[src/rtl/ipr_pkg.sv]
// shared types and constants for the isolated pixel removal and fill block
`default_nettype none

package ipr_pkg;

  localparam int MAX_WIDTH = 256;
  localparam int COL_W = $clog2(MAX_WIDTH);
  localparam int WID_W = $clog2(MAX_WIDTH + 1);

  localparam int PIX_W = 8;
  localparam int FW_W = 9;
  localparam int FH_W = 12;
  localparam int ROW_W = 12;
  localparam int STORE_W = 2 * PIX_W;
  localparam int MIN_DIM = 3;

  localparam int CFG_IDX_W = 2;
  localparam int CFG_DATA_W = 12;
  localparam logic [CFG_IDX_W-1:0] CFG_FRAME_WIDTH = 2'd0;
  localparam logic [CFG_IDX_W-1:0] CFG_FRAME_HEIGHT = 2'd1;
  localparam logic [CFG_IDX_W-1:0] CFG_FILL_VALUE = 2'd2;

  localparam logic [FW_W-1:0] FW_RESET = 9'd256;
  localparam logic [FH_W-1:0] FH_RESET = 12'd256;
  localparam logic [PIX_W-1:0] FILL_RESET = 8'd5;

  localparam logic OP_PIXEL = 1'b0;
  localparam logic OP_FLUSH = 1'b1;

  localparam int CMDQ_DEPTH = 4;
  localparam int CMDQ_PTR_W = $clog2(CMDQ_DEPTH);
  localparam int CMDQ_CNT_W = $clog2(CMDQ_DEPTH + 1);

  localparam int OUTQ_DEPTH = 4;
  localparam int OUTQ_PTR_W = $clog2(OUTQ_DEPTH);
  localparam int OUTQ_CNT_W = $clog2(OUTQ_DEPTH + 1);

  typedef struct packed {
    logic             opcode;
    logic [PIX_W-1:0] pixel_in;
  } in_item_t;

  typedef struct packed {
    logic [PIX_W-1:0] out_pixel;
    logic             last_of_frame;
  } out_item_t;

  typedef struct packed {
    logic [WID_W-1:0] width;
    logic [ROW_W-1:0] height;
  } geom_t;

  // one classified transaction for the back end
  typedef struct packed {
    logic             is_flush;
    logic             emit;
    logic             use_corner;
    logic             border;
    logic             sel_mid;
    logic             last;
    logic [COL_W-1:0] col;
    logic [COL_W-1:0] corner_col;
    logic [PIX_W-1:0] px;
  } cmd_t;

endpackage

`default_nettype wire

[src/rtl/ipr_cmd_q.sv]
// short command queue between the front end and the back end
`default_nettype none

module ipr_cmd_q import ipr_pkg::*; (
  input  wire logic clk,
  input  wire logic rst_n,
  input  wire logic push,
  input  wire cmd_t cmd_in,
  input  wire logic pop,
  output logic      full,
  output logic      valid,
  output cmd_t      head
);

  cmd_t                  q_r [CMDQ_DEPTH];
  logic [CMDQ_PTR_W-1:0] wr_ptr_r, wr_ptr_nxt;
  logic [CMDQ_PTR_W-1:0] rd_ptr_r, rd_ptr_nxt;
  logic [CMDQ_CNT_W-1:0] cnt_r, cnt_nxt;

  assign full  = cnt_r == CMDQ_CNT_W'(CMDQ_DEPTH);
  assign valid = cnt_r != '0;
  assign head  = q_r[rd_ptr_r];

  always_comb begin
    wr_ptr_nxt = wr_ptr_r;
    rd_ptr_nxt = rd_ptr_r;
    if (push) begin
      wr_ptr_nxt = (wr_ptr_r == CMDQ_PTR_W'(CMDQ_DEPTH - 1)) ? '0 :
                   CMDQ_PTR_W'(wr_ptr_r + CMDQ_PTR_W'(1));
    end
    if (pop) begin
      rd_ptr_nxt = (rd_ptr_r == CMDQ_PTR_W'(CMDQ_DEPTH - 1)) ? '0 :
                   CMDQ_PTR_W'(rd_ptr_r + CMDQ_PTR_W'(1));
    end
    case ({push, pop})
      2'b10:   cnt_nxt = CMDQ_CNT_W'(cnt_r + CMDQ_CNT_W'(1));
      2'b01:   cnt_nxt = CMDQ_CNT_W'(cnt_r - CMDQ_CNT_W'(1));
      default: cnt_nxt = cnt_r;
    endcase
  end

  always_ff @(posedge clk) begin
    if (push) begin
      q_r[wr_ptr_r] <= cmd_in;
    end
  end

  always_ff @(posedge clk) begin
    if (!rst_n) begin
      wr_ptr_r <= '0;
      rd_ptr_r <= '0;
      cnt_r    <= '0;
    end else begin
      wr_ptr_r <= wr_ptr_nxt;
      rd_ptr_r <= rd_ptr_nxt;
      cnt_r    <= cnt_nxt;
    end
  end

`ifndef SYNTH
  a_no_push_when_full: assert property (@(posedge clk) disable iff (!rst_n)
    push |-> (!full || pop))
    else $error("command queue overflow");
`endif

endmodule

`default_nettype wire

[config.mk]
export PLATFORM = sky130hd
export DESIGN_NAME = ipr_cmd_q
export DESIGN_NICKNAME = d
export VERILOG_FILES = /design/src/rtl/ipr_pkg.sv /design/src/rtl/ipr_cmd_q.sv
export SDC_FILE = /design/constraint.sdc
export NUM_CORES = 1
export LEC_CHECK = 0
export BUFFER_PORTS_ARGS = -buffer_cell sky130_fd_sc_hd__clkbuf_2
export CORE_UTILIZATION = 55
export CTS_CLUSTER_DIAMETER = 30
export DETAILED_ROUTE_END_ITERATION = 8
export GPL_TIMING_DRIVEN = 0
export PLACE_DENSITY = 0.81
export SLEW_MARGIN = 15
export SYNTH_ARGS = -nofsm -noshare
export SYNTH_HDL_FRONTEND = slang
export SYNTH_SLANG_ARGS = --single-unit
[constraint.sdc]
create_clock -name clk -period 1.9 [get_ports clk]
set_input_delay 0 -clock clk [delete_from_list [all_inputs] [get_ports clk]]
set_output_delay 0 -clock clk [all_outputs]
set_load 0.02 [all_outputs]
# Word level (Yosys, flattened, before mapping)
# Memories as Yosys holds them, arrays and structs flattened. A register that Yosys moved wholly into a read port is not among the register bits.
# Cells that the tools add are included.
[totals]
reg_bits = 7
latchBits = 0
ram_bits = 120
rom_bits = 0
inputBits = 34
out_inout_bits = 32
wordCells = 22
n_memories = 1
[mem_list]
columns = ["name", "depth", "word_bits", "rd", "rd_clocked_by_memory_dff", "write_ports", "line", "source"]
rows = [
  ["q_r", 4, 30, 1, 1, 1, "ipr_cmd_q.sv:15", "cmd_t q_r [CMDQ_DEPTH];"],
]
[classes]
add_sub_neg = 4
mul = 0
div = 0
magnitude_cmp = 0
eq_ne = 5
n_shift = 0
n_mux = 7
bitwise = 0
reduce_logical = 2
[ops]
columns = ["cell", "count"]
rows = [
  ["2-to-1 mux 2 bit", 4],
  ["equality test 2 bit, second input constant", 3],
  ["one-hot mux 3 bit (2 select lines)", 1],
  ["adder 2 x 1 -> 2 bit, second input constant", 2],
  ["adder 3 x 1 -> 3 bit, second input constant", 1],
  ["equality test 3 bit, second input constant", 1],
  ["nonzero test 3 bit", 1],
  ["subtractor 3 x 1 -> 3 bit, second input constant", 1],
  ["equality test 2 x 1 -> 1 bit, second input constant", 1],
  ["2-to-1 mux 1 bit", 2],
  ["nonzero test 2 bit", 1],
]

# Depth between registers and ports, before layout
[logic_depth]
word_depth = 4
ltp_mapped = 6
mapped_depth_nobuf = 6

# Least setup slack after synthesis
# Ideal clock, no wire load.
[synth_path]
kind = "flip-flop to flip-flop"
startpoint = "reg wr_ptr_r[0]"
endpoint = "mem q_r[3][0] in the netlist's numbering (enable)"
setup_time_ps = 390
t_arrival_ps = 1297
t_required_ps = 1510
path_slack_ps = 213
stages_incl_launch_ff = 3
path_buffers = 0
period_less_slack_ps = 1687
path_cell_list = "dfxtp_1 > ha_1 > and2_1"
[synth_rtl]
columns = ["element", "line", "source"]
rows = [
  ["from (decl)", "ipr_cmd_q.sv:16", "logic [CMDQ_PTR_W-1:0] wr_ptr_r, wr_ptr_nxt;"],
  ["from (signal assigned)", "ipr_cmd_q.sv:54", "wr_ptr_r <= wr_ptr_nxt;"],
  ["to (decl)", "ipr_cmd_q.sv:15", ""],
]
# No word-level cell before the write port.

==> flow_summary.yaml <==
synthesis:
  synthesis.nets: 240
  synth_area_leaders: "edfxtp_1 75%, mux4_2 14%, dfxtp_1 3.8%, ha_1 1.6%, buf_6 0.71%"
  ys_ff_latch: 129
  avgSynthCellArea_um2: 24.04
  ys_seq_area_share_pct: 79.08
  synth_area_leader_cell: "edfxtp_1"
  synthMuxAreaShare_pct: 14.75
  synth_warnings: 0
  synth_top_family_by_area: "multiplexers"
  synthSimpleGateAreaFrac_pct: 2.040
  synth-xor-area-share_pct: 0.3661
  synth-adder-area-share_pct: 1.987
  synth.distinct_cells: 18
  syn_area_um2: 4785
  synth-compound-area-share_pct: 0.5230
  syn_inst: 199
  synth_top_area_share_pct: 75.31
routing:
  first_iter_violations: 100
  drc: 0
  drtPass1Iterations: 4
  vias: 2383
  wl_mm: 8.737
  via_per_inst: 5.441
  postRouteAntennaNets: 0
  wire_per_inst_um: 19.95
worst_setup_path:
  path_cells: "buf_8, mux4_2, clkbuf_2"
  worstSetupStartpointType: "flip-flop"
  cpMaxStageDelayCell: "mux4_2"
  crit-reg2reg-launch: "wr_ptr_r[0]"
  path_class: "reg2out"
  crit_buf_inv: 2
  crit_required_ps: 1900
  reg2reg_slack_ps: 340
  r2r_cells: 3
  crit_family: "multiplexers"
  r2r_end: "q_r[3][1]"
  worst_ep_arrival_time_ps: 1820
  end_kind: "output pin"
  cp_max_fo: 10
  cpPeakStageDelay_ps: 550
place:
  dpl.hpwl_mm: 4.734
  preCtsSetupSlack_ps: 298.5
  place_congestion: 0.6729
  portBuffers: 65
clock_tree:
  root_buffer: "clkbuf_8"
  cts_tree: "built"
  clk_latency_ps: 500
  htreeDepth: 4
  clk_path_buf_depth: 2
  path_clk_slew_ps: 60
  cts.sinks: 129
  cts_setup_buffers: 0
  numCtsBuffers: 17
finish:
  fillers: 440
  antennaDiodeCount: 0
  area_growth_pct: 32.06
  layout-drive-gt1-share_pct: 41.14
  nets: 361
timing:
  hold_violations: 0
  rsz0062_at_grt: "no"
  worst_pin_slew_ps: 478.1
  setup_viol: 0
  finalCritPeriodShare_pct: 95.84
  clock.fmax_mhz: 549.2
  final.setup.worst_slack_ps: 79.08
  hold_slack_ps: 250.4
  min_period_ps: 1821
  finClkSkew_ps: 6.958
  slew_headroom_pct: 68.13
  slew_violations: 0
floorplan:
  io_pins: 66
  die_x_um: 95.27
  start_util_pct: 57.65
  die_area_um2: 9076
  rows: 33
  fp.coreArea_um2: 8299
  die_y_um: 95.27
min_path:
  hold_path_depth: 2
  hold_path.class: "in2reg"
  hold_start: "cmd_in[2]"
  hold_end: "q_r[3][2]"
grt:
  globalRouteTotalUtil_pct: 21.35
  grt_max_degree: 19
  grt_pass1_wl_mm: 13.41
  antenna_found_initial: 0
  overflow: 0
  grt_pass1_vias: 2543
pwr:
  p_leak_uw: 0.002268
  power_density_nw_per_um2: 1163
  irDropWorstVdd_v: 0.0007257
status:
  outcome: "finished, final reports clean"
job:
  cap_violations: 0
power breakdown:
part	leakage (uW)	total (uW)	internal, uW	switching, uW
Clock	0.000307	3380	2310	1080
Combinational	0.000785	683	318	365
Sequential	0.00118	3280	3240	46.0
Total	0.00227	7350	5860	1490
per-layer routing:
layer	track usage [%]	wire length, um	vias to the layer above
li1	-	-	1081
met1	27.60	3746	1215
met2	34.82	4504	81
met3	5.821	418	6
met4	7.955	67	0
met5	0	0	-
worst register-to-register path, delay by kind of cell (launching register included):
kind	cells	cell delay, ps
AND/OR/NAND/NOR	1	450
flip-flops	1	400
buffers and inverters	1	220
adder cells (fa/ha/maj)	1	190
registers in the layout (all words and copies together), names as in the netlist, named ones only:
signal,count
cnt_r,3
rd_ptr_r,2
wr_ptr_r,2
q_r,120
synth_stat cells (all sizes together):
cell,number
a21boi,1
a21oi,1
and2,5
buf,6
dfxtp,9
edfxtp,120
fa,1
ha,6
inv,3
mux2i,3
mux4,30
nor2b,5
nor3b,3
o21a,1
o21ai,1
or3,2
xnor2,2
metrics by stage:
stage          std cells  area (um^2)  power, uW  TNS [ps]  utilization [%]
6_report             438         6319       7349         0            76.13
5_1_grt              438         6319       7555         0            76.13
4_1_cts              438         6319       7392         0            76.13
3_5_place_dp         373         5356       3960         0            64.54
3_3_place_gp         369         5241       3915    -32740            63.15
2_1_floorplan        199         4785       3720         0                -
placed cells by master, fill, tap and decap left out, drive strengths merged:
cell type,n
or3,2
clkinv,1
edfxtp,120
o21ai,1
inv,3
ha,6
a21boi,1
buf,10
fa,1
o21a,1
dfxtp,9
nor2b,5
mux4,30
nor3b,3
mux2i,3
and2,5
clkbuf,92
xnor2,2
bufinv,4
a21oi,1
dlygate4sd3,33
how the worst max path moves through the flow:
stage,from,end,slack [ps],depth (start not counted)
finish,flip-flop,head[22],80,3
global route,flip-flop,head[15],30,3
CTS,flip-flop,head[22],60,3
detailed placement,wr_ptr_r[0],q_r[3][6],300,3
global placement,wr_ptr_r[0],q_r[0][9],-300,3
floorplan,wr_ptr_r[0],q_r[3][0],210,2
logic make-up after synthesis:
family / count (synthesis)
compound gates: 4
fa+ha+maj: 7
xor+xnor: 2
flops: 129
simple gates: 15
buf+inv: 9
mux: 33
area by class of cell:
class	count	area (um^2)	area share, %
sequential	129	3785	59.90
buffer	6	52.55	0.8317
timing repair buffer	102	765.7	12.12
tap	105	131.4	2.079
clock buffer	27	501.7	7.941
inverter	3	11.26	0.1782
multi-input combinational	61	945.9	14.97
clock inverter	5	125.1	1.980
what timing repair did:
item / 4_1_cts / 5_1_grt
endpoints found under the hold margin: 129 / 0
hold buffers: 33 / 0
resized for setup: 2 / 0
setup endpoints to repair: 3 / 0
No activity file was read; power rests on OpenSTA's default activity.
