File: src/rtl/ipr_pkg.sv
// shared types and constants for the isolated pixel removal and fill block
`default_nettype none

package ipr_pkg;

  localparam int MAX_WIDTH = 256;
  localparam int COL_W = $clog2(MAX_WIDTH);
  localparam int WID_W = $clog2(MAX_WIDTH + 1);

  localparam int PIX_W = 8;
  localparam int FW_W = 9;
  localparam int FH_W = 12;
  localparam int ROW_W = 12;
  localparam int STORE_W = 2 * PIX_W;
  localparam int MIN_DIM = 3;

  localparam int CFG_IDX_W = 2;
  localparam int CFG_DATA_W = 12;
  localparam logic [CFG_IDX_W-1:0] CFG_FRAME_WIDTH = 2'd0;
  localparam logic [CFG_IDX_W-1:0] CFG_FRAME_HEIGHT = 2'd1;
  localparam logic [CFG_IDX_W-1:0] CFG_FILL_VALUE = 2'd2;

  localparam logic [FW_W-1:0] FW_RESET = 9'd256;
  localparam logic [FH_W-1:0] FH_RESET = 12'd256;
  localparam logic [PIX_W-1:0] FILL_RESET = 8'd5;

  localparam logic OP_PIXEL = 1'b0;
  localparam logic OP_FLUSH = 1'b1;

  localparam int CMDQ_DEPTH = 4;
  localparam int CMDQ_PTR_W = $clog2(CMDQ_DEPTH);
  localparam int CMDQ_CNT_W = $clog2(CMDQ_DEPTH + 1);

  localparam int OUTQ_DEPTH = 4;
  localparam int OUTQ_PTR_W = $clog2(OUTQ_DEPTH);
  localparam int OUTQ_CNT_W = $clog2(OUTQ_DEPTH + 1);

  typedef struct packed {
    logic             opcode;
    logic [PIX_W-1:0] pixel_in;
  } in_item_t;

  typedef struct packed {
    logic [PIX_W-1:0] out_pixel;
    logic             last_of_frame;
  } out_item_t;

  typedef struct packed {
    logic [WID_W-1:0] width;
    logic [ROW_W-1:0] height;
  } geom_t;

  // one classified transaction for the back end
  typedef struct packed {
    logic             is_flush;
    logic             emit;
    logic             use_corner;
    logic             border;
    logic             sel_mid;
    logic             last;
    logic [COL_W-1:0] col;
    logic [COL_W-1:0] corner_col;
    logic [PIX_W-1:0] px;
  } cmd_t;

endpackage

`default_nettype wire

File: src/rtl/ipr_front.sv
// front end: position tracking and classification of each input transaction
`default_nettype none

module ipr_front import ipr_pkg::*; (
  input  wire logic     clk,
  input  wire logic     rst_n,
  input  wire geom_t    geom,
  input  wire logic     accept,
  input  wire in_item_t item,
  output logic          push,
  output cmd_t          cmd
);

  logic [COL_W-1:0] in_col_r, in_col_nxt;
  logic [ROW_W-1:0] in_row_r, in_row_nxt;
  logic [COL_W-1:0] out_col_r, out_col_nxt;
  logic [ROW_W-1:0] out_row_r, out_row_nxt;

  logic             wrap;
  logic [ROW_W-1:0] row_pre;
  logic [ROW_W-1:0] r;
  logic [COL_W-1:0] c;
  logic [WID_W-1:0] c_plus;
  logic             c_end;
  logic [ROW_W-1:0] r_plus;
  logic             r_end;
  logic             emit;
  logic [COL_W-1:0] wlast;
  logic [ROW_W-1:0] orow;
  logic [COL_W-1:0] ocol;
  logic [WID_W-1:0] ocol_plus;
  logic             ocol_end;
  logic [ROW_W-1:0] orow_plus;
  logic             orow_end;
  logic             border;
  logic [WID_W-1:0] f_col_plus;
  logic             f_col_end;
  logic [ROW_W-1:0] f_row_plus;
  logic             f_row_end;
  logic             flush_ok;
  logic             is_flush;

  // position of this pixel after wrapping a counter that a size change left out of range
  assign wrap    = WID_W'(in_col_r) >= geom.width;
  assign row_pre = wrap ? ROW_W'(in_row_r + ROW_W'(1)) : in_row_r;
  assign r       = (row_pre >= geom.height) ? '0 : row_pre;
  assign c       = wrap ? '0 : in_col_r;

  assign c_plus = WID_W'(c) + WID_W'(1);
  assign c_end  = c_plus >= geom.width;
  assign r_plus = ROW_W'(r + ROW_W'(1));
  assign r_end  = r_plus >= geom.height;

  assign emit  = (r >= ROW_W'(2)) || ((r == ROW_W'(1)) && (c != '0));
  assign wlast = COL_W'(geom.width - WID_W'(1));

  // column zero releases the last pixel of the row two above
  assign orow = (c == '0) ? ROW_W'(r - ROW_W'(2)) : ROW_W'(r - ROW_W'(1));
  assign ocol = (c == '0) ? wlast : COL_W'(c - COL_W'(1));

  assign ocol_plus = WID_W'(ocol) + WID_W'(1);
  assign ocol_end  = ocol_plus >= geom.width;
  assign orow_plus = ROW_W'(orow + ROW_W'(1));
  assign orow_end  = orow_plus >= geom.height;
  assign border    = (orow == '0) || orow_end || (ocol == '0) || ocol_end;

  assign f_col_plus = WID_W'(out_col_r) + WID_W'(1);
  assign f_col_end  = f_col_plus >= geom.width;
  assign f_row_plus = ROW_W'(out_row_r + ROW_W'(1));
  assign f_row_end  = f_row_plus >= geom.height;

  // drain only between frames and only while results are pending
  assign flush_ok = (in_row_r == '0) && (in_col_r == '0) &&
                    ((out_row_r != '0) || (out_col_r != '0));

  assign is_flush = item.opcode == OP_FLUSH;
  assign push     = accept && (!is_flush || flush_ok);

  always_comb begin
    cmd.is_flush   = is_flush;
    cmd.emit       = is_flush ? 1'b1 : emit;
    cmd.use_corner = c == '0;
    cmd.border     = border;
    cmd.sel_mid    = f_row_end;
    cmd.last       = is_flush ? (f_row_end && f_col_end) : (orow_end && ocol_end);
    cmd.col        = is_flush ? out_col_r : c;
    cmd.corner_col = wlast;
    cmd.px         = item.pixel_in;
  end

  always_comb begin
    in_col_nxt  = in_col_r;
    in_row_nxt  = in_row_r;
    out_col_nxt = out_col_r;
    out_row_nxt = out_row_r;
    if (accept) begin
      if (is_flush) begin
        if (flush_ok) begin
          if (f_col_end) begin
            out_col_nxt = '0;
            out_row_nxt = f_row_end ? '0 : f_row_plus;
          end else begin
            out_col_nxt = COL_W'(f_col_plus);
          end
        end
      end else begin
        if ((r == '0) && (c == '0)) begin
          out_col_nxt = '0;
          out_row_nxt = '0;
        end
        if (emit) begin
          if (ocol_end) begin
            out_col_nxt = '0;
            out_row_nxt = orow_plus;
          end else begin
            out_col_nxt = COL_W'(ocol_plus);
            out_row_nxt = orow;
          end
        end
        if (c_end) begin
          in_col_nxt = '0;
          in_row_nxt = r_end ? '0 : r_plus;
        end else begin
          in_col_nxt = COL_W'(c_plus);
          in_row_nxt = r;
        end
      end
    end
  end

  always_ff @(posedge clk) begin
    if (!rst_n) begin
      in_col_r  <= '0;
      in_row_r  <= '0;
      out_col_r <= '0;
      out_row_r <= '0;
    end else begin
      in_col_r  <= in_col_nxt;
      in_row_r  <= in_row_nxt;
      out_col_r <= out_col_nxt;
      out_row_r <= out_row_nxt;
    end
  end

`ifndef SYNTH
  // the first pixel of a frame restarts the result position
  a_frame_start_resets_out: assert property (@(posedge clk) disable iff (!rst_n)
    (accept && !is_flush && (r == '0) && (c == '0)) |=>
      ((out_row_r == '0) && (out_col_r == '0)))
    else $error("result position not restarted at frame start");
`endif

endmodule

`default_nettype wire

File: config.mk
export PLATFORM = sky130hd
export DESIGN_NAME = ipr_front
export DESIGN_NICKNAME = d
export VERILOG_FILES = /design/src/rtl/ipr_pkg.sv /design/src/rtl/ipr_front.sv
export SDC_FILE = /design/constraint.sdc
export NUM_CORES = 1
export LEC_CHECK = 0
export BUFFER_PORTS_ARGS = -buffer_cell sky130_fd_sc_hd__buf_2
export CORE_MARGIN = 3
export CORE_UTILIZATION = 30
export DETAILED_ROUTE_END_ITERATION = 8
export PLACE_DENSITY = 0.54
export SYNTH_ARGS = -nofsm -noshare
export SYNTH_HDL_FRONTEND = slang
export SYNTH_SLANG_ARGS = --single-unit
export TNS_END_PERCENT = 5
File: constraint.sdc
create_clock -name clk -period 16.3 [get_ports clk]
set_input_delay 3.26 -clock clk [delete_from_list [all_inputs] [get_ports clk]]
set_output_delay 3.26 -clock clk [all_outputs]
set_load 0.03 [all_outputs]
Word-level counts from Yosys, hierarchy flattened
Index checks and enable logic that the tools add are counted.
{"block": "totals", "regBits": 40, "inputBits": 33, "out_inout_bits": 31, "wordCells": 79}
{"block": "classes", "add_sub_neg": 11, "n_lt_le_gt_ge": 9, "n_eq_ne": 3, "mux": 24, "bitwise": 1, "reduce_logical": 27}
{"op": "$mux 12", "count": 12}
{"op": "$mux 8", "count": 10}
{"op": "$add 12x1->12 const B", "count": 4}
{"op": "$ge 12x12->1", "count": 4}
{"op": "$logic_not 12->1", "count": 3}
{"op": "$add 8x1->9 const B", "count": 3}
{"op": "$ge 9x9->1", "count": 3}
{"op": "$logic_not 8->1", "count": 3}
{"op": "$reduce_bool 8->1", "count": 2}
{"op": "$sub 8x1->8 const B", "count": 2}
{"op": "$eq 12x1->1 const B", "count": 1}
{"op": "$ge 12x2->1 const B", "count": 1}
{"op": "$reduce_bool 12->1", "count": 1}
{"op": "$sub 12x1->12 const B", "count": 1}
{"op": "$sub 12x2->12 const B", "count": 1}
{"op": "$ge 8x9->1", "count": 1}
{"op": "$logic_and 1x1->1", "count": 7}
{"op": "$logic_or 1x1->1", "count": 6}
{"op": "$ne 2x1->1 const B", "count": 2}
{"op": "$reduce_and 4->1", "count": 1}
{"op": "$reduce_and 3->1", "count": 1}
{"op": "$reduce_bool 3->1", "count": 1}
{"op": "$mux 1", "count": 2}
{"op": "$reduce_and 2->1", "count": 1}
{"op": "2 further kinds", "count": 2}

Logic depth before layout (Yosys ltp)
{"block": "logic_depth", "ltp_word": 11, "ltp_mapped": 37, "depth_no_buf": 32}

Worst setup path before layout
No wires, ideal clock.
{"block": "synth_path", "path_type": "input to output", "from": "in geom[16] (netlist name)", "to": "out cmd[24] (netlist name)", "arrival_ns": 10.469, "t_required_ns": 13.040, "setup_slack_ns": 2.571, "path_stages": 32, "path_buffers": 5, "path_cell_list": "inv_1 -> ha_1 -> a21o_1 -> a221o_1 -> a41oi_4 -> buf_6 -> buf_6 -> buf_4 -> nor3_1 -> xnor2_1 -> inv_2 -> ha_1 -> a21o_1 -> a21o_1 -> a21oi_1 -> o21a_1 -> clkbuf_1 -> buf_1 -> nand2_1 -> ha_1 -> nand3_1 -> a21oi_1 -> nor4_1 -> a211oi_1 -> nor3_2 -> nand4_4 -> nor4_4 -> xnor2_1 -> ha_1 -> nor3_1 -> a211o_1 -> o31ai_1"}
{"element": "from (decl)", "line_no": "ipr_front.sv:7", "rtl": "input wire geom_t geom,"}
{"element": "to (decl)", "line_no": "ipr_front.sv:11", "rtl": "output cmd_t cmd"}

==> metrics.csv <==
stage,metric,value,unit
run_status,run status,"complete, no violations",
sta,fin crit period,14.53,ns
sta,Max Clock Freq,68.8,MHz
critical_path,CP Capture Type,primary output,
placement,# placed instances,1288,
routing,total number of vias,7228,
yosys,dominant cell by count in the synthesized netlist,ha_1,
yosys,Yosys warning count,0,
clocking,CTS tree,done,
clocking,Root Driver,clkbuf_16,
layout,share of cells above drive strength 1,0.0926,
critical_path,Required @ worst endpoint,13.04,ns
clocking,post-CTS setup buffer count,0,
pwr,Gate power share,0.508,
sta,total negative slack,0,ns
global_routing,total track usage,0.184,
clocking,CTS resizes,0,
sta,setup violators final,0,
global_routing,largest net degree at the start of global routing,33,
pwr,pwr dens,62.6,nW/um^2
global_routing,total gr overflow,0,
global_routing,vias in the first global route,6935,
yosys,Post-Syn Area,7180,um^2
global_routing,first-pass GRT wire length,38200,um
floorplanning,Rows,55,
clocking,clock sinks,40,
yosys,Synth area leaders,"ha_1 18%, dfxtp_1 11%, xnor2_1 5.0%",
clocking,clk slew on worst S/H paths,0.06,ns
routing,DR pass1 iterations,5,
yosys,mux cell area share after synthesis,0.00976,
floorplanning,core area,23100,um^2
yosys,largest family of logic cells by synthesized area,simple AND/OR/NAND/NOR gates,
yosys,"Avg Cell Area, Syn",7.24,um^2
sta,RSZ-0062 raised after global routing,no,
yosys,Yosys top cell by area,ha_1,
critical_path,flop-to-flop setup slack,7.94,ns
placement,pre-CTS WS,1.88,ns
global_routing,initial antenna violation count,0,
floorplanning,full die area,25800,um^2
yosys,Adder-Cell Fraction of Synth Area,0.183,
sta,Slew HR,0.298,
critical_path,CP max stage cell,nor4_1,
placement,Post-DP HPWL,19000,um
clocking,CTS Buf Count,5,
yosys,Post-synth ARST share,0,
hold_path,Hold Crit Class,flop to flop,
placement,GP Congestion,0.891,
pwr,clock power share,0.247,
clocking,H-tree Lvls,2,
pwr,leak pwr,3.38,nW
critical_path,Worst EP arrival,11.27,ns
yosys,synthesized instance count,992,
yosys,"EDFF count, synth",0,
yosys,synth unique cells,92,
sta,Final Hold Viols,0,
pwr,switch share,0.444,
yosys,"Seq/Total Area, Yosys",0.112,
pwr,sequential share of power,0.245,
routing,post-DR vias/cell,5.57,
layout,"Net count, final",1120,
sta,fin. max-slew vios,0,
yosys,Post-Syn Nets,1130,
run,maxcap violations,0,
clocking,CTS Buffer Depth,2,
pwr,peak supply drop,0.0372,mV
routing,Final ANT Viol Nets,0,
critical_path,Most Frequent Cell on Critical Path,ha_1,
sta,PnR worst setup slack,1.77,ns
critical_path,RR Startpoint,in_col_r[4]$_SDFFE_PN0P_,
critical_path,critical path launch point,geom[16],
yosys,Post-synth top cells,"105 x ha_1, 85 x nor2_1, 76 x nand2_1, 60 x o21ai_0, 57 x inv_1",
routing,per-cell routed wire length,18.7,um
floorplanning,I/O Pins,64,
routing,iteration-0 DRC count of the detailed router,684,
critical_path,R2R depth,30,
pwr,Internal Power,0.266,mW
yosys,simple-gate portion of the synthesized area,0.264,
critical_path,CP endpoint,cmd[24],
yosys,Compound-Gate Fraction of Synth Area,0.263,
critical_path,Slowest Stage Delay on Critical Path,0.73,ns
sta,Slew @ Worst Pin,1.05,ns
floorplanning,Die Ht,161,um
layout,post-route insts no fill,1297,
critical_path,WP buf/inv,7,
critical_path,Crit path max-delay family,compound AO/OA/AOI/OAI gates,
pwr,Sw Pwr,0.213,mW
sta,skew final,0.00764,ns
yosys,Yosys reg bits,40,
layout,layout overhead on the synthesized area,6.74,%
yosys,XOR/XNOR Fraction of Synth Area,0.0864,
clocking,hold buffer count at CTS,0,
critical_path,Reg-to-Reg End,in_row_r[1]$_SDFFE_PN0P_,
clocking,worst skew pair latency,0.31,ns
critical_path,type of the worst setup path,primary input to primary output,
yosys,share of the synthesized area in the top cell type,0.183,
floorplanning,Initial Util,0.311,
floorplanning,Die W,161,um
critical_path,CP startpoint kind,primary input,
yosys,Most used DFF post-synth,dfxtp_1,
critical_path,Max Fanout on Critical Path,24,
critical_path,Levels on crit path,32,
sta,Tcrit/Tclk final,0.892,
routing,# DRC,0,
placement,PortBufs,47,
routing,Routed WL,24200,um
layout make-up:
cell class	instances	area, um^2
clock inverters	2	35.0
well taps	313	392
repair buffers	54	288
diodes	1	2.50
inverters	60	225
flip-flops and latches	40	801
multi-input cells	821	5790
fillers	2516	15400
clock buffers	6	129
logic make-up after synthesis:
group | after synthesis
AND/OR/NAND/NOR | 367
AO/OA/AOI/OAI | 272
buffers and inverters | 131
adder cells (fa/ha/maj) | 105
XOR/XNOR | 70
flip-flops | 40
multiplexers | 7
worst min-delay path, delay by kind of cell (launching register included):
family	cells	cell delay [ns]
DFF	1	0.37
and+or+nand+nor	1	0.08
AOI/OAI and AO/OA	1	0.05
cell usage in the layout (no fill, tap or decap), types with 7 or more instances in the layout:
| cell type | synthesis | layout |
|---|---|---|
| and2_1 | 8 | 8 |
| dfxtp_1 | 40 | 40 |
| and3_1 | 17 | 17 |
| nor4_1 | 18 | 18 |
| inv_1 | 57 | 57 |
| nand2_1 | 76 | 76 |
| nand3_1 | 50 | 50 |
| o21a_1 | 9 | 9 |
| mux2i_1 | 7 | 7 |
| a21oi_1 | 50 | 50 |
| a22oi_1 | 8 | 8 |
| o22ai_1 | 7 | 7 |
| buf_4 | 14 | 7 |
| buf_2 | 4 | 47 |
| a211oi_1 | 11 | 11 |
| nor2_1 | 85 | 85 |
| nor3_1 | 37 | 37 |
| o21ai_1 | 7 | 7 |
| xor2_1 | 28 | 28 |
| a31oi_1 | 13 | 13 |
| a21o_1 | 29 | 29 |
| nand2b_1 | 16 | 16 |
| ha_1 | 105 | 105 |
| xnor2_1 | 41 | 41 |
| o21ai_0 | 60 | 60 |
| nand4_1 | 13 | 13 |
power groups by stage:
stage                     Clock (mW)  Combinational, mW  Sequential, mW
after detailed placement           0              0.241           0.119
after global routing           0.124              0.271           0.119
after global placement             0              0.240           0.119
final                          0.119              0.243           0.118
after CTS                      0.121              0.243           0.117
after floorplan                    0              0.187           0.112
flip-flops by register name, summed over array words and instances, names as in the netlist:
| register | count |
|---|---|
| in_col_r | 8 |
| out_row_r | 12 |
| out_col_r | 8 |
| in_row_r | 12 |
layer usage:
metal | track usage | routed length [um]
met1 | 0.253 | 11300
met2 | 0.306 | 11300
met3 | 0.0209 | 1180
met4 | 0.0450 | 361
met5 | 0 | 0
worst min-delay path by stage:
| stage | from | endpoint | slack, ns | depth (start not counted) |
|---|---|---|---|---|
| 2_1_floorplan | in_col_r[0]$_SDFFE_PN0P_ | in_col_r[0]$_SDFFE_PN0P_ | 0.48 | 2 |
| 3_3_place_gp | in_col_r[0]$_SDFFE_PN0P_ | in_col_r[0]$_SDFFE_PN0P_ | 0.53 | 2 |
| 3_5_place_dp | in_col_r[0]$_SDFFE_PN0P_ | in_col_r[0]$_SDFFE_PN0P_ | 0.53 | 2 |
| 4_1_cts | in_col_r[0]$_SDFFE_PN0P_ | in_col_r[0]$_SDFFE_PN0P_ | 0.54 | 2 |
| 5_1_grt | in_col_r[0]$_SDFFE_PN0P_ | in_col_r[0]$_SDFFE_PN0P_ | 0.58 | 2 |
| 6_report | in_col_r[0]$_SDFFE_PN0P_ | in_col_r[0]$_SDFFE_PN0P_ | 0.54 | 2 |
metrics by stage:
step	instance area (um^2)	total power [mW]	utilization	hold slack (ns)
3_5_place_dp	7500	0.360	0.325	0.531
5_1_grt	7660	0.514	0.332	0.576
2_1_floorplan	7180	0.300	-	0.478
3_3_place_gp	7500	0.360	0.325	0.527
4_1_cts	7660	0.480	0.332	0.543
6_report	7660	0.480	0.332	0.544
Power figures use the tool's default switching activity.
