$ cat src/rtl/ipr_pkg.sv
// shared types and constants for the isolated pixel removal and fill block
`default_nettype none

package ipr_pkg;

  localparam int MAX_WIDTH = 256;
  localparam int COL_W = $clog2(MAX_WIDTH);
  localparam int WID_W = $clog2(MAX_WIDTH + 1);

  localparam int PIX_W = 8;
  localparam int FW_W = 9;
  localparam int FH_W = 12;
  localparam int ROW_W = 12;
  localparam int STORE_W = 2 * PIX_W;
  localparam int MIN_DIM = 3;

  localparam int CFG_IDX_W = 2;
  localparam int CFG_DATA_W = 12;
  localparam logic [CFG_IDX_W-1:0] CFG_FRAME_WIDTH = 2'd0;
  localparam logic [CFG_IDX_W-1:0] CFG_FRAME_HEIGHT = 2'd1;
  localparam logic [CFG_IDX_W-1:0] CFG_FILL_VALUE = 2'd2;

  localparam logic [FW_W-1:0] FW_RESET = 9'd256;
  localparam logic [FH_W-1:0] FH_RESET = 12'd256;
  localparam logic [PIX_W-1:0] FILL_RESET = 8'd5;

  localparam logic OP_PIXEL = 1'b0;
  localparam logic OP_FLUSH = 1'b1;

  localparam int CMDQ_DEPTH = 4;
  localparam int CMDQ_PTR_W = $clog2(CMDQ_DEPTH);
  localparam int CMDQ_CNT_W = $clog2(CMDQ_DEPTH + 1);

  localparam int OUTQ_DEPTH = 4;
  localparam int OUTQ_PTR_W = $clog2(OUTQ_DEPTH);
  localparam int OUTQ_CNT_W = $clog2(OUTQ_DEPTH + 1);

  typedef struct packed {
    logic             opcode;
    logic [PIX_W-1:0] pixel_in;
  } in_item_t;

  typedef struct packed {
    logic [PIX_W-1:0] out_pixel;
    logic             last_of_frame;
  } out_item_t;

  typedef struct packed {
    logic [WID_W-1:0] width;
    logic [ROW_W-1:0] height;
  } geom_t;

  // one classified transaction for the back end
  typedef struct packed {
    logic             is_flush;
    logic             emit;
    logic             use_corner;
    logic             border;
    logic             sel_mid;
    logic             last;
    logic [COL_W-1:0] col;
    logic [COL_W-1:0] corner_col;
    logic [PIX_W-1:0] px;
  } cmd_t;

endpackage

`default_nettype wire

$ cat src/rtl/ipr_ram.sv
// generic single-write dual-read ram with registered read data
`default_nettype none

module ipr_ram #(
  parameter int WIDTH = 16,
  parameter int DEPTH = 256,
  localparam int ADDR_W = $clog2(DEPTH)
) (
  input  wire logic              clk,
  input  wire logic              we,
  input  wire logic [ADDR_W-1:0] waddr,
  input  wire logic [WIDTH-1:0]  wdata,
  input  wire logic              re,
  input  wire logic [ADDR_W-1:0] raddr_a,
  input  wire logic [ADDR_W-1:0] raddr_b,
  output logic      [WIDTH-1:0]  rdata_a,
  output logic      [WIDTH-1:0]  rdata_b
);

  logic [WIDTH-1:0] mem [DEPTH];

  // read during write returns the old contents
  always_ff @(posedge clk) begin
    if (we) begin
      mem[waddr] <= wdata;
    end
    if (re) begin
      rdata_a <= mem[raddr_a];
      rdata_b <= mem[raddr_b];
    end
  end

endmodule

`default_nettype wire

$ cat src/rtl/ipr_back.sv
// back end: line stores, 3x3 window, isolated pixel test, fill and result queue
`default_nettype none

module ipr_back import ipr_pkg::*; (
  input  wire logic             clk,
  input  wire logic             rst_n,
  input  wire logic [PIX_W-1:0] fill,
  input  wire logic             q_valid,
  input  wire cmd_t             q_head,
  output logic                  q_pop,
  input  wire logic             out_pop,
  output logic                  out_empty,
  output out_item_t             out_item
);

  logic                    s1_valid_r;
  cmd_t                    s1_cmd_r;

  logic                    lw_valid_r;
  logic [COL_W-1:0]        lw_addr_r;
  logic [STORE_W-1:0]      lw_data_r;

  logic [STORE_W-1:0]      rdata_a;
  logic [STORE_W-1:0]      rdata_b;
  logic [STORE_W-1:0]      a_data;
  logic [STORE_W-1:0]      b_data;
  logic [PIX_W-1:0]        up;
  logic [PIX_W-1:0]        mid;
  logic [PIX_W-1:0]        corner;

  logic [PIX_W-1:0]        win_r   [9];
  logic [PIX_W-1:0]        win_nxt [9];
  logic                    lone;
  logic [PIX_W-1:0]        cleaned;
  logic [PIX_W-1:0]        pv;
  logic                    is_pix;
  out_item_t               res;

  out_item_t               oq_r [OUTQ_DEPTH];
  logic [OUTQ_PTR_W-1:0]   oq_wr_r, oq_wr_nxt;
  logic [OUTQ_PTR_W-1:0]   oq_rd_r, oq_rd_nxt;
  logic [OUTQ_CNT_W-1:0]   oq_cnt_r, oq_cnt_nxt;
  logic [OUTQ_CNT_W:0]     oq_used;
  logic                    oq_push;
  logic                    oq_pop;

  // reserve a result slot for every transaction in flight
  assign oq_used = {1'b0, oq_cnt_r} + (OUTQ_CNT_W + 1)'(s1_valid_r);
  assign q_pop   = q_valid && (oq_used < (OUTQ_CNT_W + 1)'(OUTQ_DEPTH));

  // each entry holds the pixel two rows up (high half) and one row up (low half)
  ipr_ram #(
    .WIDTH (STORE_W),
    .DEPTH (MAX_WIDTH)
  ) u_store (
    .clk     (clk),
    .we      (is_pix),
    .waddr   (s1_cmd_r.col),
    .wdata   ({mid, s1_cmd_r.px}),
    .re      (q_pop),
    .raddr_a (q_head.col),
    .raddr_b (q_head.corner_col),
    .rdata_a (rdata_a),
    .rdata_b (rdata_b)
  );

  // bypass the write made at the same edge as the read
  assign a_data = (lw_valid_r && (lw_addr_r == s1_cmd_r.col)) ? lw_data_r : rdata_a;
  assign b_data = (lw_valid_r && (lw_addr_r == s1_cmd_r.corner_col)) ? lw_data_r : rdata_b;
  assign up     = a_data[STORE_W-1 -: PIX_W];
  assign mid    = a_data[PIX_W-1:0];
  assign corner = b_data[STORE_W-1 -: PIX_W];

  assign is_pix = s1_valid_r && !s1_cmd_r.is_flush;

  always_comb begin
    for (int k = 0; k < 3; k++) begin
      win_nxt[3*k]     = win_r[3*k + 1];
      win_nxt[3*k + 1] = win_r[3*k + 2];
    end
    win_nxt[2] = up;
    win_nxt[5] = mid;
    win_nxt[8] = s1_cmd_r.px;
  end

  always_comb begin
    lone = 1'b1;
    for (int k = 0; k < 9; k++) begin
      if ((k != 4) && (win_nxt[k] != '0)) begin
        lone = 1'b0;
      end
    end
  end

  assign cleaned = (!s1_cmd_r.border && lone) ? '0 : win_nxt[4];

  always_comb begin
    if (s1_cmd_r.is_flush) begin
      pv = s1_cmd_r.sel_mid ? mid : up;
    end else begin
      pv = s1_cmd_r.use_corner ? corner : cleaned;
    end
    res.out_pixel     = (pv != '0) ? pv : fill;
    res.last_of_frame = s1_cmd_r.last;
  end

  assign oq_push   = s1_valid_r && s1_cmd_r.emit;
  assign out_empty = oq_cnt_r == '0;
  assign oq_pop    = out_pop && !out_empty;
  assign out_item  = oq_r[oq_rd_r];

  always_comb begin
    oq_wr_nxt = oq_wr_r;
    oq_rd_nxt = oq_rd_r;
    if (oq_push) begin
      oq_wr_nxt = (oq_wr_r == OUTQ_PTR_W'(OUTQ_DEPTH - 1)) ? '0 :
                  OUTQ_PTR_W'(oq_wr_r + OUTQ_PTR_W'(1));
    end
    if (oq_pop) begin
      oq_rd_nxt = (oq_rd_r == OUTQ_PTR_W'(OUTQ_DEPTH - 1)) ? '0 :
                  OUTQ_PTR_W'(oq_rd_r + OUTQ_PTR_W'(1));
    end
    case ({oq_push, oq_pop})
      2'b10:   oq_cnt_nxt = OUTQ_CNT_W'(oq_cnt_r + OUTQ_CNT_W'(1));
      2'b01:   oq_cnt_nxt = OUTQ_CNT_W'(oq_cnt_r - OUTQ_CNT_W'(1));
      default: oq_cnt_nxt = oq_cnt_r;
    endcase
  end

  always_ff @(posedge clk) begin
    if (q_pop) begin
      s1_cmd_r <= q_head;
    end
    if (is_pix) begin
      lw_addr_r <= s1_cmd_r.col;
      lw_data_r <= {mid, s1_cmd_r.px};
    end
    if (oq_push) begin
      oq_r[oq_wr_r] <= res;
    end
  end

  always_ff @(posedge clk) begin
    if (!rst_n) begin
      s1_valid_r <= 1'b0;
      lw_valid_r <= 1'b0;
      oq_wr_r    <= '0;
      oq_rd_r    <= '0;
      oq_cnt_r   <= '0;
      for (int k = 0; k < 9; k++) begin
        win_r[k] <= '0;
      end
    end else begin
      s1_valid_r <= q_pop;
      if (is_pix) begin
        lw_valid_r <= 1'b1;
        for (int k = 0; k < 9; k++) begin
          win_r[k] <= win_nxt[k];
        end
      end
      oq_wr_r  <= oq_wr_nxt;
      oq_rd_r  <= oq_rd_nxt;
      oq_cnt_r <= oq_cnt_nxt;
    end
  end

`ifndef SYNTH
  a_result_slot_free: assert property (@(posedge clk) disable iff (!rst_n)
    oq_push |-> (oq_cnt_r < OUTQ_CNT_W'(OUTQ_DEPTH)))
    else $error("result queue overflow");

  a_stage_from_pop: assert property (@(posedge clk) disable iff (!rst_n)
    s1_valid_r |-> $past(q_pop))
    else $error("store stage loaded without a command");
`endif

endmodule

`default_nettype wire

$ cat config.mk
export PLATFORM = sky130hd
export DESIGN_NAME = ipr_back
export DESIGN_NICKNAME = d
export VERILOG_FILES = /design/src/rtl/ipr_pkg.sv /design/src/rtl/ipr_ram.sv /design/src/rtl/ipr_back.sv
export SDC_FILE = /design/constraint.sdc
export NUM_CORES = 2
export LEC_CHECK = 0
export BUFFER_PORTS_ARGS = -buffer_cell sky130_fd_sc_hd__buf_2
export CELL_PAD_IN_SITES_DETAIL_PLACEMENT = 0
export CELL_PAD_IN_SITES_GLOBAL_PLACEMENT = 1
export CORE_UTILIZATION = 53
export CTS_CLUSTER_SIZE = 40
export DETAILED_ROUTE_END_ITERATION = 16
export PLACE_DENSITY_LB_ADDON = 0.1
export SYNTH_ARGS = -nofsm -noshare
export SYNTH_HDL_FRONTEND = slang
export SYNTH_MEMORY_MAX_BITS = 65536
export SYNTH_SLANG_ARGS = --single-unit
$ cat constraint.sdc
create_clock -name clk -period 12.78 [get_ports clk]
set_input_delay 1.278 -clock clk [delete_from_list [all_inputs] [get_ports clk]]
set_output_delay 1.278 -clock clk [all_outputs]
set_load 0.01 [all_outputs]
Yosys cells after proc, flatten, opt, wreduce, memory -nomap -nowiden --
Memory sizes are Yosys's and may differ from the RTL's. A register that Yosys moved wholly into a read port is not among the register bits. Index checks and enable logic that the tools add are counted.
Operators by class: add/sub/neg operators 5, $lt $le $gt $ge 1, equality and inequality tests 6, multiplexer cells 36, bitwise logic cells 9, reductions and logical operators 21
Operators with widths (number):
- $mux 8 | 14
- $reduce_bool 8->1 | 9
- $mux 16 | 2
- $eq 8x8->1 | 2
- $mux 1 | 15
- $or 1x1->1 | 9
- $mux 2 | 4
- $logic_and 1x1->1 | 7
- $eq 2x2->1 const B | 3
- $pmux 3 s2 | 1
- $add 2x1->2 const B | 2
- $add 3x1->4 | 1
- $lt 4x3->1 const B | 1
- $add 3x1->3 const B | 1
- $logic_not 1->1 | 3
- $logic_not 3->1 | 1
- $sub 3x1->3 const B | 1
- $eq 2x1->1 const B | 1
- $reduce_bool 2->1 | 1
Word-level totals: flip-flop bits (word level) 63, memory bits (writable) 4204, input bits 42, output and inout port bits 11, word-level logic and storage cells 97, memories 3
Memory list:
- u_store.mem | depth 256, bits a word 16, read ports 2, clocked after memory_dff 2, wr ports 1, line ipr_ram.sv:20 | logic [WIDTH-1:0] mem [DEPTH];
- win_r | depth 9, bits a word 8, read ports 6, clocked after memory_dff 0, wr ports 9, line ipr_back.sv:31 | logic [PIX_W-1:0] win_r [9];
- oq_r | depth 4, bits a word 9, read ports 1, clocked after memory_dff 1, wr ports 1, line ipr_back.sv:39 | out_item_t oq_r [OUTQ_DEPTH];

Depth between registers and ports, before layout --
depth in word-level cells 16, gate-level depth with buffers 10, mapped depth without buffers 9

Cells and area by module --
From an unflattened synthesis, not the netlist that was laid out.
Unflattened totals: cells, all modules 10574, area total of the unflattened synthesis 198525.4 um^2
Modules (own cells, without submodules):
- ipr_ram | instances 1, cells each 10135, area each 191906.6 um^2, sequential area each 123958.9 um^2
- ipr_back | instances 1, cells each 439, area each 6618.8 um^2, sequential area each 4364.2 um^2

Worst setup path before layout --
Ideal clock, no wire load.
path kind input-to-output, from in q_valid, to out q_pop, arrival 5.713 ns, data required time 11.502 ns, path slack 5.789 ns, stages on the path 2, path buffers 0, cells stage by stage inv_1 a311oi_1
On the way: longest elaborated chain between the ends 1
RTL lines:
- start: declaration | line ipr_back.sv:8 | input wire logic q_valid,
- $logic_and 1x1->1 | line ipr_back.sv:49 | assign q_pop = q_valid && (oq_used < (OUTQ_CNT_W + 1)'(OUTQ_DEPTH));
- end: declaration | line ipr_back.sv:10 | output logic q_pop,
Every way passes these cells.

==> out/results.ini <==
[routing]
via_per_inst = 6.96
vias = 89497
wl_um = 513000
ant_nets = 0
first_iter_violations = 12143
drc = 0
avgRoutedWirePerCell_um = 39.9
dr.pass1.iters = 7

[cts]
cts_tree = built
clock-sinks = 4269
cts_resized = 0
cts_max_path_buffers = 4
cts_hold_buf = 0
cts-root-buf = clkbuf_16
cts_post_setup_buffers_inserted = 0
htree_levels = 5
clkLatencyLatePin_ns = 1.00
cts_buffers = 441
path_clk_slew_ns = 0.06

[place]
place.gp.congestion = 0.831
dpl.cell_count = 12004
dp_hpwl_um = 290000
io_buffers = 52

[outcome]
status = finished with violations
violations = max-capacitance violations, max-slew violations

[sta]
setup_violations = 0
skew_ns = 0.0515
tns_ns = 0
maxSlewViolCount = 12
worst_slew_pin_slew_ns = 1.52
rsz0062_at_grt = false
maxSlewHeadroom = -0.0114
min_period_over_period = 0.497
min_period_ns = 6.35
hold_viol = 0
timing.fmax_ghz = 0.157

[hold_path]
min_to = s1_cmd_r[4]$_DFFE_PP_
hp-start = q_head[4]
whs_path_depth = 1
worstHoldPathType = in -> reg

[synth]
yosysWarnings = 0
yosysUniqueCellTypes = 38
ys_ff_latch = 4269
syn_inst = 7602
postSynthAreaPerCell_um2 = 23.5
ys_seq_area_frac = 0.716
netlist.area_leader.share = 0.715
synth.area.top_cells = edfxtp_1 71%, mux4_2 24%, a22oi_1 0.81%, clkbuf_1 0.65%, nor2_1 0.55%
yosysTopAreaCell = edfxtp_1
synth.cell_area_mm2 = 0.179
synth_nets = 7651

[critical_path]
required_ns = 13.51
rr_endpoint = u_store.mem[102][13]$_DFFE_PP_
startpoint_type = input pin
cp_max_fo = 101
path_class = in -> reg
endpoint_kind = flop
ff2ff_path_depth = 7
worstPathArrival_ns = 7.08
crit-reg2reg-launch = s1_cmd_r[21]$_DFFE_PP_
reg2reg_setup_slack_ns = 7.90

[layout]
syn2layout_area_growth_pct = 12.1
drive_gt1_frac = 0.380
final_core_util = 0.599
final_common_cell = edfxtp_1
final_nets = 8002
stdcell_count = 12867
mostFrequentLayoutCells = 4258 x edfxtp_1, 1937 x mux4_2, 446 x clkbuf_16

[die]
start_util = 0.535
die_area_mm2 = 0.340
core.rowCount = 212
fp.coreArea_mm2 = 0.335
ioPinCount = 53
die_h_um = 583
fp.dieW_um = 583

[pwr]
p_sw_frac = 0.225
ir_drop_v = 0.000119
total_power_w = 0.0306
clkPwrFrac = 0.411
switchingPower_w = 0.00689
pwr-share-seq = 0.518
p_int_w = 0.0237
p_leak_nw = 61.6
power_density_mw_per_mm2 = 153
comb_power_share = 0.071

[global_route]
grt_pass1_wl_um = 714000
grt_usage = 0.304
overflow = 0
grt_pass1_vias = 90304
grt_max_degree = 173
antenna_found_initial = 39

[run]
maxCapViolations = 1

-- worst max-delay path by stage --
stage / cells after the start / slack [ns] / startpoint / end
6_report: 9 / 6.43 / q_head[17] / u_store.rdata_a[1]$_DFFE_PP_
5_1_grt: 9 / 6.46 / q_head[17] / u_store.rdata_a[1]$_DFFE_PP_
4_1_cts: 9 / 6.64 / q_head[17] / u_store.rdata_a[2]$_DFFE_PP_
3_5_place_dp: 9 / 5.57 / q_head[17] / u_store.rdata_a[2]$_DFFE_PP_
3_3_place_gp: 9 / 5.50 / q_head[17] / u_store.rdata_a[2]$_DFFE_PP_
2_1_floorplan: 2 / 5.79 / q_valid / q_pop
-- Yosys cell counts (all sizes together) --
cell and n:
a211o 3, a21boi 2, a21oi 106, a22oi 192
a311oi 2, and2 14, and3 38, buf 225
clkbuf 312, dfxtp 11, edfxtp 4258, fa 1
ha 6, inv 9, mux2 8, mux2i 18
mux4 1937, nand2 35, nand2b 10, nand3 22
nand4 10, nor2 264, nor2b 14, nor3 10
nor4 22, o21a 2, o21ai 2, o2bb2ai 8
o31ai 8, or2 6, or3 2, or4 27
xnor2 17, xor2 1
-- routing by layer --
metal	vias to the layer above	share of wire	track usage
li1	34466	-	-
met1	49201	0.39	0.430
met2	4922	0.48	0.471
met3	880	0.10	0.0663
met4	28	0.038	0.113
met5	-	0.00036	0
-- power by group through the flow --
stage | logic [W] | registers, W | clock network [W]
floorplan | 0.00126 | 0.0162 | 0
finish | 0.00219 | 0.0158 | 0.0126
detailed placement | 0.00219 | 0.0161 | 0
global placement | 0.00215 | 0.0161 | 0
CTS | 0.00219 | 0.0158 | 0.0127
global route | 0.00229 | 0.0158 | 0.0132
-- critical path, stage by stage --
cell and delay [ns]:
buf_8 0.42, buf_12 0.46, buf_4 0.61, buf_4 0.80
mux4_2 0.42, mux4_2 0.53, a22oi_1 0.75, a21oi_1 0.61
or4_1 0.65
-- cell type report --
cell class	instances	area, um^2
fillers	23320	134000
flip-flops and latches	4269	128000
inverters	9	33.8
multi-input cells	2787	49300
diodes	61	153
repair buffers	445	3490
clock inverters	248	2310
clock buffers	554	11600
well taps	4494	5620
-- sequential cells by signal (all words and copies together) (netlist names), 3 cells and up, named ones only --
name and flops:
lw_addr_r 8, lw_data_r 16, oq_cnt_r 3, oq_r 36, s1_cmd_r 29, u_store.mem 4096
u_store.rdata_a 16, u_store.rdata_b 8, win_r 48
-- per-stage QoR --
step	area [um^2]	worst slack [ns]	hold slack, ns
after global routing	201000	6.46	0.430
after detailed placement	186000	5.57	0.511
final	201000	6.43	0.470
after global placement	186000	5.50	0.490
after floorplan	179000	5.79	0.421
after CTS	200000	6.64	0.395
-- cell families after synthesis --
logic type | count (synthesis) | share of synthesized area
DFF | 4269 | 0.716
AOI/OAI and AO/OA | 325 | 0.0122
buffers and inverters | 546 | 0.0128
muxes | 1963 | 0.245
adders and majority gates | 7 | 0.000531
xor gates and xnor gates | 18 | 0.000881
and+or+nand+nor | 474 | 0.0124
Note: power is estimated with default switching activity, not from simulation.
